File: src/hw/rtl/lpht_pkg.sv
// Package for the linear-probing hash table: field widths, request modes
// and result status codes. No dependencies.
package lpht_pkg;

    localparam int MODE_W   = 2;
    localparam int KEY_W    = 64;
    localparam int STATUS_W = 3;
    localparam int SLOT_W   = 6;
    localparam int COUNT_W  = 7;
    localparam int CAP_W    = 7;

    localparam int S_TDATA_W = 72;
    localparam int M_TDATA_W = 24;

    localparam logic [MODE_W-1:0] MODE_INSERT = 2'd0;
    localparam logic [MODE_W-1:0] MODE_DELETE = 2'd1;

    localparam logic [STATUS_W-1:0] ST_INSERTED  = 3'd0;
    localparam logic [STATUS_W-1:0] ST_NO_ROOM   = 3'd1;
    localparam logic [STATUS_W-1:0] ST_DELETED   = 3'd2;
    localparam logic [STATUS_W-1:0] ST_ABSENT    = 3'd3;
    localparam logic [STATUS_W-1:0] ST_FOUND     = 3'd4;
    localparam logic [STATUS_W-1:0] ST_NOT_FOUND = 3'd5;
    localparam logic [STATUS_W-1:0] ST_ZERO_KEY  = 3'd6;

    localparam logic [CAP_W-1:0] CAP_RESET = 7'd64;

endpackage

File: src/hw/rtl/linear_probe_hash_table.sv
// Linear-probing hash table of short keys, with its key memory.
// Depends on lpht_pkg.
//
// Usage: each s_axis input word carries one request (insert, delete or search) and one
// key, and yields exactly one m_axis output word with the status, the slot touched, the
// occupied count and the empty and full flags. The user writes the capacity register
// through i_cfg_wen / i_cfg_wdata only while it is idle; the block does not enforce this.
//
// Operation: one request at a time. A restoring divider forms the home slot from the
// byte sum, one bit per cycle; the probe then reads one slot per cycle, one read ahead.
// A zero key skips both steps and goes straight to the finish state, from which its
// result is loaded into the output register.
//
// Reset: i_rst_n is synchronous and active low. The key memory is then cleared one slot per
// cycle, every slot in turn, with s_axis_tready low; the capacity returns to 64.
//
// Stall: the result waits in an output register while the next request is taken; if that
// request finishes before the word is taken, the block holds its own result and accepts
// nothing further until then.
module linear_probe_hash_table
    import lpht_pkg::*;
#(
    parameter int TABLE_DEPTH = 64,
    parameter int KEY_BYTES   = 8
) (
    input  logic                 i_clk,
    input  logic                 i_rst_n,
    // Configuration: capacity in use.
    input  logic                 i_cfg_wen,
    input  logic [CAP_W-1:0]     i_cfg_wdata,
    // Request channel.
    input  logic                 s_axis_tvalid,
    output logic                 s_axis_tready,
    // tdata, from bit 0 up: mode[1:0], key[65:2], zero padding [71:66].
    input  logic [S_TDATA_W-1:0] s_axis_tdata,
    // Result channel.
    output logic                 m_axis_tvalid,
    input  logic                 m_axis_tready,
    // tdata, from bit 0 up: status[2:0], slot[8:3], entry_count[15:9],
    // table_empty[16], table_full[17], zero padding [23:18].
    output logic [M_TDATA_W-1:0] m_axis_tdata
);

    // Address, count and arithmetic widths. EW is wide enough for any
    // index plus one, for the capacity and for the occupied count.
    localparam int AW   = $clog2(TABLE_DEPTH);
    localparam int CNTW = $clog2(TABLE_DEPTH + 1);
    localparam int EW   = (AW + 1 > 8) ? AW + 1 : 8;
    localparam int KW   = 8 * KEY_BYTES;
    localparam int SW   = $clog2(255 * KEY_BYTES + 1);
    localparam int DCW  = $clog2(SW);

    localparam logic [2:0] S_CLEAR = 3'd0;
    localparam logic [2:0] S_IDLE  = 3'd1;
    localparam logic [2:0] S_DIV   = 3'd2;
    localparam logic [2:0] S_PROBE = 3'd3;
    localparam logic [2:0] S_FIN   = 3'd4;

    // Key memory: one write port and one registered read port.
    logic [KW-1:0] r_mem [TABLE_DEPTH];
    logic [KW-1:0] r_rd_data;
    logic          mem_we;
    logic [AW-1:0] mem_wa;
    logic [KW-1:0] mem_wd;
    logic          mem_re;

    logic [2:0]          r_state, n_state;
    logic [CAP_W-1:0]    r_cap;
    logic [MODE_W-1:0]   r_mode, n_mode;
    logic [KW-1:0]       r_key, n_key;
    logic [SW-1:0]       r_num, n_num;
    logic [CAP_W-1:0]    r_rem, n_rem;
    logic [DCW-1:0]      r_dcnt, n_dcnt;
    logic [AW-1:0]       r_idx, n_idx;
    logic [CAP_W-1:0]    r_issued, n_issued;
    logic [CAP_W-1:0]    r_exam, n_exam;
    logic                r_pend_vld, n_pend_vld;
    logic [AW-1:0]       r_pend_idx, n_pend_idx;
    logic [CNTW-1:0]     r_count, n_count;
    logic [STATUS_W-1:0] r_status, n_status;
    logic [AW-1:0]       r_slot, n_slot;
    logic                r_out_vld, n_out_vld;
    logic [M_TDATA_W-1:0] r_out_data, n_out_data;

    logic [MODE_W-1:0] in_mode;
    logic [KW-1:0]     in_key;
    logic [SW-1:0]     in_sum;
    logic [EW-1:0]     cap_e;
    logic [EW-1:0]     idx_inc;
    logic [AW-1:0]     idx_wrap;
    logic [CAP_W:0]    div_try;
    logic [CAP_W-1:0]  div_rem;
    logic [EW-1:0]     div_rem_e;
    logic              last_exam;
    logic              out_load;
    logic [EW-1:0]     slot_e;
    logic [EW-1:0]     count_e;

    // Key bytes above KEY_BYTES are ignored.
    assign in_mode = s_axis_tdata[MODE_W-1:0];
    assign in_key  = s_axis_tdata[MODE_W +: KW];

    always_comb begin
        in_sum = '0;
        for (int i = 0; i < KEY_BYTES; i++) begin
            in_sum = in_sum + SW'(in_key[8*i +: 8]);
        end
    end

    // Effective capacity: zero acts as one, and it never exceeds the depth.
    always_comb begin
        cap_e = EW'(r_cap);
        if (r_cap == '0) begin
            cap_e = EW'(1);
        end else if (EW'(r_cap) > EW'(TABLE_DEPTH)) begin
            cap_e = EW'(TABLE_DEPTH);
        end
    end

    // Next probe address, wrapping at the capacity in use.
    assign idx_inc  = EW'(r_idx) + EW'(1);
    assign idx_wrap = (idx_inc == cap_e) ? '0 : idx_inc[AW-1:0];

    // One step of the restoring divider for the home slot.
    always_comb begin
        div_try = {r_rem, r_num[SW-1]};
        if (div_try >= {1'b0, cap_e[CAP_W-1:0]}) begin
            div_try = div_try - {1'b0, cap_e[CAP_W-1:0]};
        end
        div_rem   = div_try[CAP_W-1:0];
        div_rem_e = EW'(div_rem);
    end

    assign last_exam = (EW'(r_exam) + EW'(1)) == cap_e;

    assign s_axis_tready = (r_state == S_IDLE);
    assign m_axis_tvalid = r_out_vld;
    assign m_axis_tdata  = r_out_data;

    assign out_load = (r_state == S_FIN) && (!r_out_vld || m_axis_tready);
    assign slot_e   = EW'(r_slot);
    assign count_e  = EW'(r_count);

    always_comb begin
        n_state    = r_state;
        n_mode     = r_mode;
        n_key      = r_key;
        n_num      = r_num;
        n_rem      = r_rem;
        n_dcnt     = r_dcnt;
        n_idx      = r_idx;
        n_issued   = r_issued;
        n_exam     = r_exam;
        n_pend_vld = r_pend_vld;
        n_pend_idx = r_pend_idx;
        n_count    = r_count;
        n_status   = r_status;
        n_slot     = r_slot;
        mem_we     = 1'b0;
        mem_wa     = r_idx;
        mem_wd     = '0;
        mem_re     = 1'b0;

        case (r_state)
            S_CLEAR: begin
                mem_we = 1'b1;
                n_idx  = r_idx + AW'(1);
                if (r_idx == AW'(TABLE_DEPTH - 1)) begin
                    n_idx   = '0;
                    n_state = S_IDLE;
                end
            end
            S_IDLE: begin
                if (s_axis_tvalid) begin
                    n_mode = in_mode;
                    n_key  = in_key;
                    n_num  = in_sum;
                    n_rem  = '0;
                    n_dcnt = DCW'(SW - 1);
                    if (in_key == '0) begin
                        n_status = ST_ZERO_KEY;
                        n_slot   = '0;
                        n_state  = S_FIN;
                    end else begin
                        n_state = S_DIV;
                    end
                end
            end
            S_DIV: begin
                n_rem  = div_rem;
                n_num  = r_num << 1;
                n_dcnt = r_dcnt - DCW'(1);
                if (r_dcnt == '0) begin
                    n_idx      = div_rem_e[AW-1:0];
                    n_issued   = '0;
                    n_exam     = '0;
                    n_pend_vld = 1'b0;
                    n_state    = S_PROBE;
                end
            end
            S_PROBE: begin
                // Issue the read of the next slot while the previous one
                // is examined. Reads past the end of the probe are dropped.
                if (EW'(r_issued) < cap_e) begin
                    mem_re     = 1'b1;
                    n_pend_vld = 1'b1;
                    n_pend_idx = r_idx;
                    n_idx      = idx_wrap;
                    n_issued   = r_issued + CAP_W'(1);
                end else begin
                    n_pend_vld = 1'b0;
                end

                if (r_pend_vld) begin
                    n_exam = r_exam + CAP_W'(1);
                    if (r_mode == MODE_INSERT) begin
                        if (r_rd_data == '0) begin
                            mem_we   = 1'b1;
                            mem_wa   = r_pend_idx;
                            mem_wd   = r_key;
                            n_count  = r_count + CNTW'(1);
                            n_status = ST_INSERTED;
                            n_slot   = r_pend_idx;
                            n_state  = S_FIN;
                        end else if (last_exam) begin
                            n_status = ST_NO_ROOM;
                            n_slot   = '0;
                            n_state  = S_FIN;
                        end
                    end else begin
                        if (r_rd_data == r_key) begin
                            n_slot  = r_pend_idx;
                            n_state = S_FIN;
                            if (r_mode == MODE_DELETE) begin
                                mem_we   = 1'b1;
                                mem_wa   = r_pend_idx;
                                mem_wd   = '0;
                                n_status = ST_DELETED;
                                if (r_count != '0) begin
                                    n_count = r_count - CNTW'(1);
                                end
                            end else begin
                                n_status = ST_FOUND;
                            end
                        end else if (r_rd_data == '0 || last_exam) begin
                            n_slot   = '0;
                            n_state  = S_FIN;
                            n_status = (r_mode == MODE_DELETE) ? ST_ABSENT
                                                               : ST_NOT_FOUND;
                        end
                    end
                end
            end
            S_FIN: begin
                if (out_load) begin
                    n_state = S_IDLE;
                end
            end
            default: begin
                n_state = S_IDLE;
            end
        endcase
    end

    // Result word and its valid flag.
    always_comb begin
        n_out_vld  = r_out_vld;
        n_out_data = r_out_data;
        if (out_load) begin
            n_out_vld  = 1'b1;
            n_out_data = '0;
            n_out_data[2:0]  = r_status;
            n_out_data[8:3]  = slot_e[SLOT_W-1:0];
            n_out_data[15:9] = count_e[COUNT_W-1:0];
            n_out_data[16]   = (r_count == '0);
            n_out_data[17]   = (count_e >= cap_e);
        end else if (m_axis_tready) begin
            n_out_vld = 1'b0;
        end
    end

    always_ff @(posedge i_clk) begin
        if (mem_we) begin
            r_mem[mem_wa] <= mem_wd;
        end
        if (mem_re) begin
            r_rd_data <= r_mem[r_idx];
        end
    end

    always_ff @(posedge i_clk) begin
        if (!i_rst_n) begin
            r_state    <= S_CLEAR;
            r_cap      <= CAP_RESET;
            r_idx      <= '0;
            r_count    <= '0;
            r_pend_vld <= 1'b0;
            r_out_vld  <= 1'b0;
        end else begin
            r_state    <= n_state;
            r_idx      <= n_idx;
            r_count    <= n_count;
            r_pend_vld <= n_pend_vld;
            r_out_vld  <= n_out_vld;
            if (i_cfg_wen) begin
                r_cap <= i_cfg_wdata;
            end
        end
    end

    always_ff @(posedge i_clk) begin
        r_mode     <= n_mode;
        r_key      <= n_key;
        r_num      <= n_num;
        r_rem      <= n_rem;
        r_dcnt     <= n_dcnt;
        r_issued   <= n_issued;
        r_exam     <= n_exam;
        r_pend_idx <= n_pend_idx;
        r_status   <= n_status;
        r_slot     <= n_slot;
        r_out_data <= n_out_data;
    end

    // One request at a time: the cycle after a request is taken the input
    // side is closed.
    a_one_at_a_time: assert property (@(posedge i_clk) disable iff (!i_rst_n)
        s_axis_tvalid && s_axis_tready |=> !s_axis_tready)
        else $error("request accepted while another is in flight");

    // Probe addresses stay inside the capacity in use.
    a_probe_in_range: assert property (@(posedge i_clk) disable iff (!i_rst_n)
        r_state == S_PROBE |-> EW'(r_idx) < cap_e)
        else $error("probe address beyond capacity");

    // The occupied count never exceeds the table depth.
    a_count_bound: assert property (@(posedge i_clk) disable iff (!i_rst_n)
        EW'(r_count) <= EW'(TABLE_DEPTH))
        else $error("occupied count out of range");

    // A finished request that cannot hand over its result holds it.
    a_fin_holds: assert property (@(posedge i_clk) disable iff (!i_rst_n)
        r_state == S_FIN && r_out_vld && !m_axis_tready |=> r_state == S_FIN)
        else $error("result dropped while output stalled");

endmodule

File: config.mk
export PLATFORM = sky130hd
export DESIGN_NAME = linear_probe_hash_table
export DESIGN_NICKNAME = d
export VERILOG_FILES = /design/src/hw/rtl/lpht_pkg.sv /design/src/hw/rtl/linear_probe_hash_table.sv
export SDC_FILE = /design/constraint.sdc
export NUM_CORES = 2
export LEC_CHECK = 0
export BUFFER_PORTS_ARGS = -buffer_cell sky130_fd_sc_hd__buf_2
export CAP_MARGIN = 20
export CORE_ASPECT_RATIO = 0.8
export CORE_UTILIZATION = 65
export CTS_BUF_LIST = sky130_fd_sc_hd__clkbuf_8
export DETAILED_ROUTE_END_ITERATION = 7
export HOLD_SLACK_MARGIN = 0.06
export PLACE_DENSITY_LB_ADDON = 0.3
export SLEW_MARGIN = 10
export SYNTH_ARGS = -nofsm -noshare
export SYNTH_HDL_FRONTEND = slang
export SYNTH_SLANG_ARGS = --single-unit
File: constraint.sdc
create_clock -name i_clk -period 15.8 [get_ports i_clk]
set_clock_uncertainty 0.15 [all_clocks]
set_input_delay 2.37 -clock i_clk [delete_from_list [all_inputs] [get_ports i_clk]]
set_output_delay 2.37 -clock i_clk [all_outputs]
set_load 0.005 [all_outputs]
Word-level counts from Yosys, hierarchy flattened

Memory sizes are Yosys's and may differ from the RTL's. A register that Yosys moved wholly into a read port is not among the register bits.
Cells that the tools add are included.

Bits in registers: 160
Latch bits: 0
Bits in writable memories: 4096
Bits in read-only memories: 0
Input bits: 84
Memories kept: 1

Memory list:

| memory | words | width | read ports | clocked after Yosys merged registers in | write ports | RTL line                      | RTL |
|---|---|---|---|---|---|---|---|
| r_mem  | 64    | 64    | 1          | 1                                       | 1           | linear_probe_hash_table.sv:60 | `logic [KW-1:0] r_mem [TABLE_DEPTH];` |

Add/subtract/negate cells: 16
$mul: 0
Divide/modulo/power cells: 0
Order comparisons: 4
Equal/unequal tests: 19
Shift-type cells: 0
Mux-type cells: 80
Bitwise gates (word level): 0
Reduce and logical (&&, ||, !) cells: 30

Operator list:

| kind                                         | count |
|---|---|
| 2-to-1 mux 64 bit                            | 4 |
| zero test 64 bit                             | 2 |
| 2-to-1 mux 6 bit                             | 18 |
| 2-to-1 mux 7 bit                             | 12 |
| == test 64 bit                               | 1 |
| 2-to-1 mux 3 bit                             | 21 |
| adder 11 x 8 -> 11 bit                       | 4 |
| case mux 7 bit (2 select lines)              | 3 |
| case mux 11 bit (2 select lines)             | 1 |
| adder 7 x 1 -> 7 bit, second input constant  | 3 |
| case mux 6 bit (3 select lines)              | 1 |
| case mux 3 bit (5 select lines)              | 1 |
| zero test 7 bit                              | 2 |
| nonzero test 2 bit                           | 7 |
| 2-to-1 mux 1 bit                             | 12 |
| inequality test 2 bit, second input constant | 6 |
| case mux 6 bit (2 select lines)              | 1 |
| AND reduction 6 bit                          | 2 |
| adder 10 x 8 -> 11 bit                       | 1 |
| 2-to-1 mux 11 bit                            | 1 |
| adder 9 x 8 -> 10 bit                        | 1 |
| adder 8 x 8 -> 9 bit                         | 1 |
| AND reduction 3 bit                          | 3 |
| adder 7 x 1 -> 8 bit, second input constant  | 1 |
| other kinds (32)                             | 40 |

Longest topological paths before layout

Depth after elaboration: 10
Mapped depth: 17
Depth with buffers taken out: 17

Worst setup path before layout

OpenSTA, ideal clock, no wires.

Path type: register to register
Start: register r_rd_data[7], read port of r_mem
End: memory r_mem[60][0] (netlist name) (enable)
Library setup time: 0.828 ns
Data arrival time: 12.106 ns
Required time: 14.822 ns
Path slack: 2.716 ns
Stages on the path, launching flop included: 9
Buffers on the path: 1
Clock period less this slack: 13.084 ns
Cell sequence: edfxtp_1 > xnor2_1 > nand4_1 > nor4_4 > nand4_4 > o21ai_0 > buf_2 > mux2_2 > a2111oi_0

Longest elaborated chain between the ends: 7
Elaborated cells on any way between the ends: 14
Classes of those cells: 1 x eq/ne; 12 x mux; 1 x reduce/logical

RTL lines:

| what                                               | RTL line                                                       | RTL |
|---|---|---|
| from (decl)                                        | linear_probe_hash_table.sv:61                                  | `logic [KW-1:0] r_rd_data;` |
| == test 64 bit or zero test 64 bit (tied branches) | linear_probe_hash_table.sv:231, linear_probe_hash_table.sv:217 |  |
| 2-to-1 mux 1 bit (on tied branches)                | linear_probe_hash_table.sv:231, linear_probe_hash_table.sv:217 |  |
| 2-to-1 mux 1 bit                                   | linear_probe_hash_table.sv:216                                 | `if (r_mode == MODE_INSERT) begin` |
| 2-to-1 mux 1 bit                                   | linear_probe_hash_table.sv:214                                 | `if (r_pend_vld) begin` |
| case mux 1 bit (2 select lines)                    | linear_probe_hash_table.sv:164                                 | `case (r_state)` |
| 2-to-1 mux 1 bit                                   | linear_probe_hash_table.sv:283                                 | `if (mem_we) begin` |
| 2-to-1 mux 1 bit (implied by the code)             | linear_probe_hash_table.sv:284                                 | `r_mem[mem_wa] <= mem_wd;` |
| to (decl)                                          | linear_probe_hash_table.sv:60                                  |  |

Several ways; a longest one is shown, not always the timed one.

Worst setup path in the final report

Start: register r_rd_data[16], read port of r_mem
End: memory r_mem[40][25] (netlist name) (enable)

The elaborated chain is that of the path after synthesis.

==> qor.yml <==
core_area_um2: 256000
clock_latency_ns: 1.12
r2r_end: "r_mem[40][25]"
p_leak_uw: 0.0575
drive_gt1_frac: 0.325
cts_tree: "done"
reg2reg_depth: 11
drt_iter0_drc: 15200
drv_cap: 0
ys_seq_area_frac: 0.773
path_max_fanout: 50
use_met2: 0.513
grt_max_degree: 166
critPathRequiredTime_ns: 16.30
syn2layout_area_growth_pct: 10.6
mostFrequentLayoutCells: "edfxtp_1, mux4_2, clkbuf_8"
grt_usage: 0.352
max_freq_mhz: 131
grtUsageMet1: 0.507
ir_worst_vdd_mv: 0.0953
synth_area_um2: 168000
r2r_setup_slack_ns: 8.14
worstSetupStartpointType: "flop"
synth_edf_count: 4295
io_buffers: 97
grt_pass1_wl_um: 625000
antenna_found_initial: 53
mostFrequentLayoutCell: "edfxtp_1"
clock-sinks: 4320
status: "finished, final reports clean"
powerDensity_nw_per_um2: 120
arrival_ns: 8.16
rsz0062_at_grt: "no"
min_to: "m_axis_tdata[8]"
dp_hpwl_um: 242000
syn_inst: 6871
ant_nets: 0
route.vias.total: 84100
routedWlPerCell_um: 40.0
synth_flop_cell: "edfxtp_1"
cts_root_buf: "clkbuf_8"
synth.yosys.warnings: 0
nets: 7709
ctsResizeCount: 0
post_cts_buffers: 0
tightestPinTransition_ns: 1.27
place.gp.congestion: 0.950
cts_made_buffers: 624
async_flop_share: 0
die_y_um: 456
syn_avg_cell_area_um2: 24.4
dp_cells: 10300
fin_crit_ns: 7.66
finalHoldViolations: 0
routed_wl_um: 459000
cts_hold_buf: 0
path_class: "reg2reg"
hold_class: "reg2reg"
routed_via_density: 7.34
start_util: 0.654
first_global_vias: 82600
grt_overflow: 0
drc_errors: 0
firstDrtPassIters: 7
htreeDepth: 6
rows: 166
io_pins: 110
hp-start: "r_slot[5]"
cts_max_path_buffers: 4
finalCritPeriodShare: 0.485
setup_viol: 0
tns_ns: 0
busiest_layer: "met2"
layout.cells.non_filler: 11500
cts.clk_slew.worst_paths_ns: 0.06
drv_slew: 0
met3_usage: 0.105
r2r_start: "r_rd_data[16]"
relSlewSlack: 0.152
whs_path_depth: 0
synth_cell_type_count: 74
die_area_um2: 260000
dieWidth_um: 570
ys_ff_latch: 4320
critPathCaptureType: "flop"
hold_ws_ns: 0.273
==> Yosys cell counts, types with 8 or more instances <==
cell type,n,share of area
a2111oi_0,9,0.00047
a21o_1,12,0.00054
a21oi_1,36,0.0011
a31oi_1,8,0.00030
and2_1,76,0.0028
buf_1,101,0.0023
buf_2,15,0.00045
buf_4,9,0.00040
clkbuf_1,227,0.0051
dfxtp_1,25,0.0030
edfxtp_1,4295,0.77
fa_1,49,0.0059
ha_1,40,0.0030
inv_1,117,0.0026
mux2i_1,22,0.0013
mux4_2,1344,0.18
nand2_1,44,0.00099
nand3_1,20,0.00060
nand4_1,25,0.00093
nor2_1,58,0.0013
nor2b_1,12,0.00045
nor3_1,13,0.00039
nor3b_1,8,0.00036
nor4_1,63,0.0024
nor4b_1,9,0.00047
nor4b_2,8,0.00072
o21ai_0,22,0.00066
xnor2_1,88,0.0046
xor2_1,9,0.00047
==> state kept, by name (all words and copies together) (netlist names), 2 cells and up <==
name          count
r_slot            6
r_num            11
r_idx             6
m_axis_tdata     18
r_mem          4096
r_dcnt            4
r_issued          7
r_state           3
r_exam            7
r_rd_data        64
r_cap             7
r_pend_idx        6
r_key            64
r_mode            2
r_count           7
r_rem             7
r_status          3
==> logic make-up (layout without fill, tap and decap cells) <==
group | after synthesis | count (layout) | synth area share
multiplexers | 1371 | 1371 | 0.182
buffers and inverters | 473 | 1577 | 0.0110
flip-flops | 4320 | 4320 | 0.773
adder cells (fa/ha/maj) | 89 | 89 | 0.00884
AO/OA/AOI/OAI | 137 | 137 | 0.00573
other | 1 | 40 | 0.0000224
AND/OR/NAND/NOR | 380 | 380 | 0.0140
XOR/XNOR | 100 | 100 | 0.00547
==> worst max-delay path, stage by stage, from the launching register on <==
cell,delay [ns]
edfxtp_1,0.43
nor4_2,0.93
nand4_1,0.62
or4_1,0.90
nor3_2,0.23
buf_4,0.41
a31oi_1,0.13
o21ai_4,0.16
buf_4,0.59
nor4b_4,0.98
buf_4,0.63
buf_4,0.95
==> per-stage QoR <==
stage | utilization | total power [uW] | cell area (um^2) | worst slack [ns]
after global placement | 0.679 | 14200 | 174000 | 8.54
after CTS | 0.722 | 22200 | 185000 | 8.43
after detailed placement | 0.679 | 14200 | 174000 | 8.49
final | 0.723 | 22200 | 185000 | 8.14
after floorplan | - | 13800 | 168000 | 2.72
after global routing | 0.723 | 22800 | 185000 | 8.36
==> worst max-delay path by stage <==
stage	start	slack [ns]	end	cells after the start
after floorplan	r_rd_data[7]	2.72	r_mem[60][0]	8
after global placement	r_rd_data[16]	8.54	r_mem[40][25]	10
after detailed placement	r_rd_data[16]	8.49	r_mem[40][25]	10
after CTS	r_rd_data[16]	8.43	r_mem[40][25]	10
after global routing	r_rd_data[16]	8.36	r_mem[40][25]	11
final	r_rd_data[16]	8.14	r_mem[40][25]	11
==> where the power goes <==
part	internal (uW)	switching, uW	leakage, uW
registers	12500	42.6	0.0395
logic	612	783	0.0115
clock network	4050	4220	0.00638
total	17200	5050	0.0575
==> metal layers <==
metal,part of all wire,routed length (um)
met1,0.34,155000
met2,0.45,208000
met3,0.16,71600
met4,0.051,23600
met5,0.0013,602
==> area by class of cell <==
| class | instances | area, um^2 |
|---|---|---|
| fillers | 13200 | 70800 |
| diodes | 34 | 85.1 |
| clock buffers | 636 | 8750 |
| well taps | 3444 | 4310 |
| inverters | 118 | 443 |
| multi-input cells | 2083 | 36800 |
| repair buffers | 389 | 2940 |
| clock inverters | 434 | 2430 |
| flip-flops and latches | 4320 | 129000 |
(Power assumes the default switching activity.)
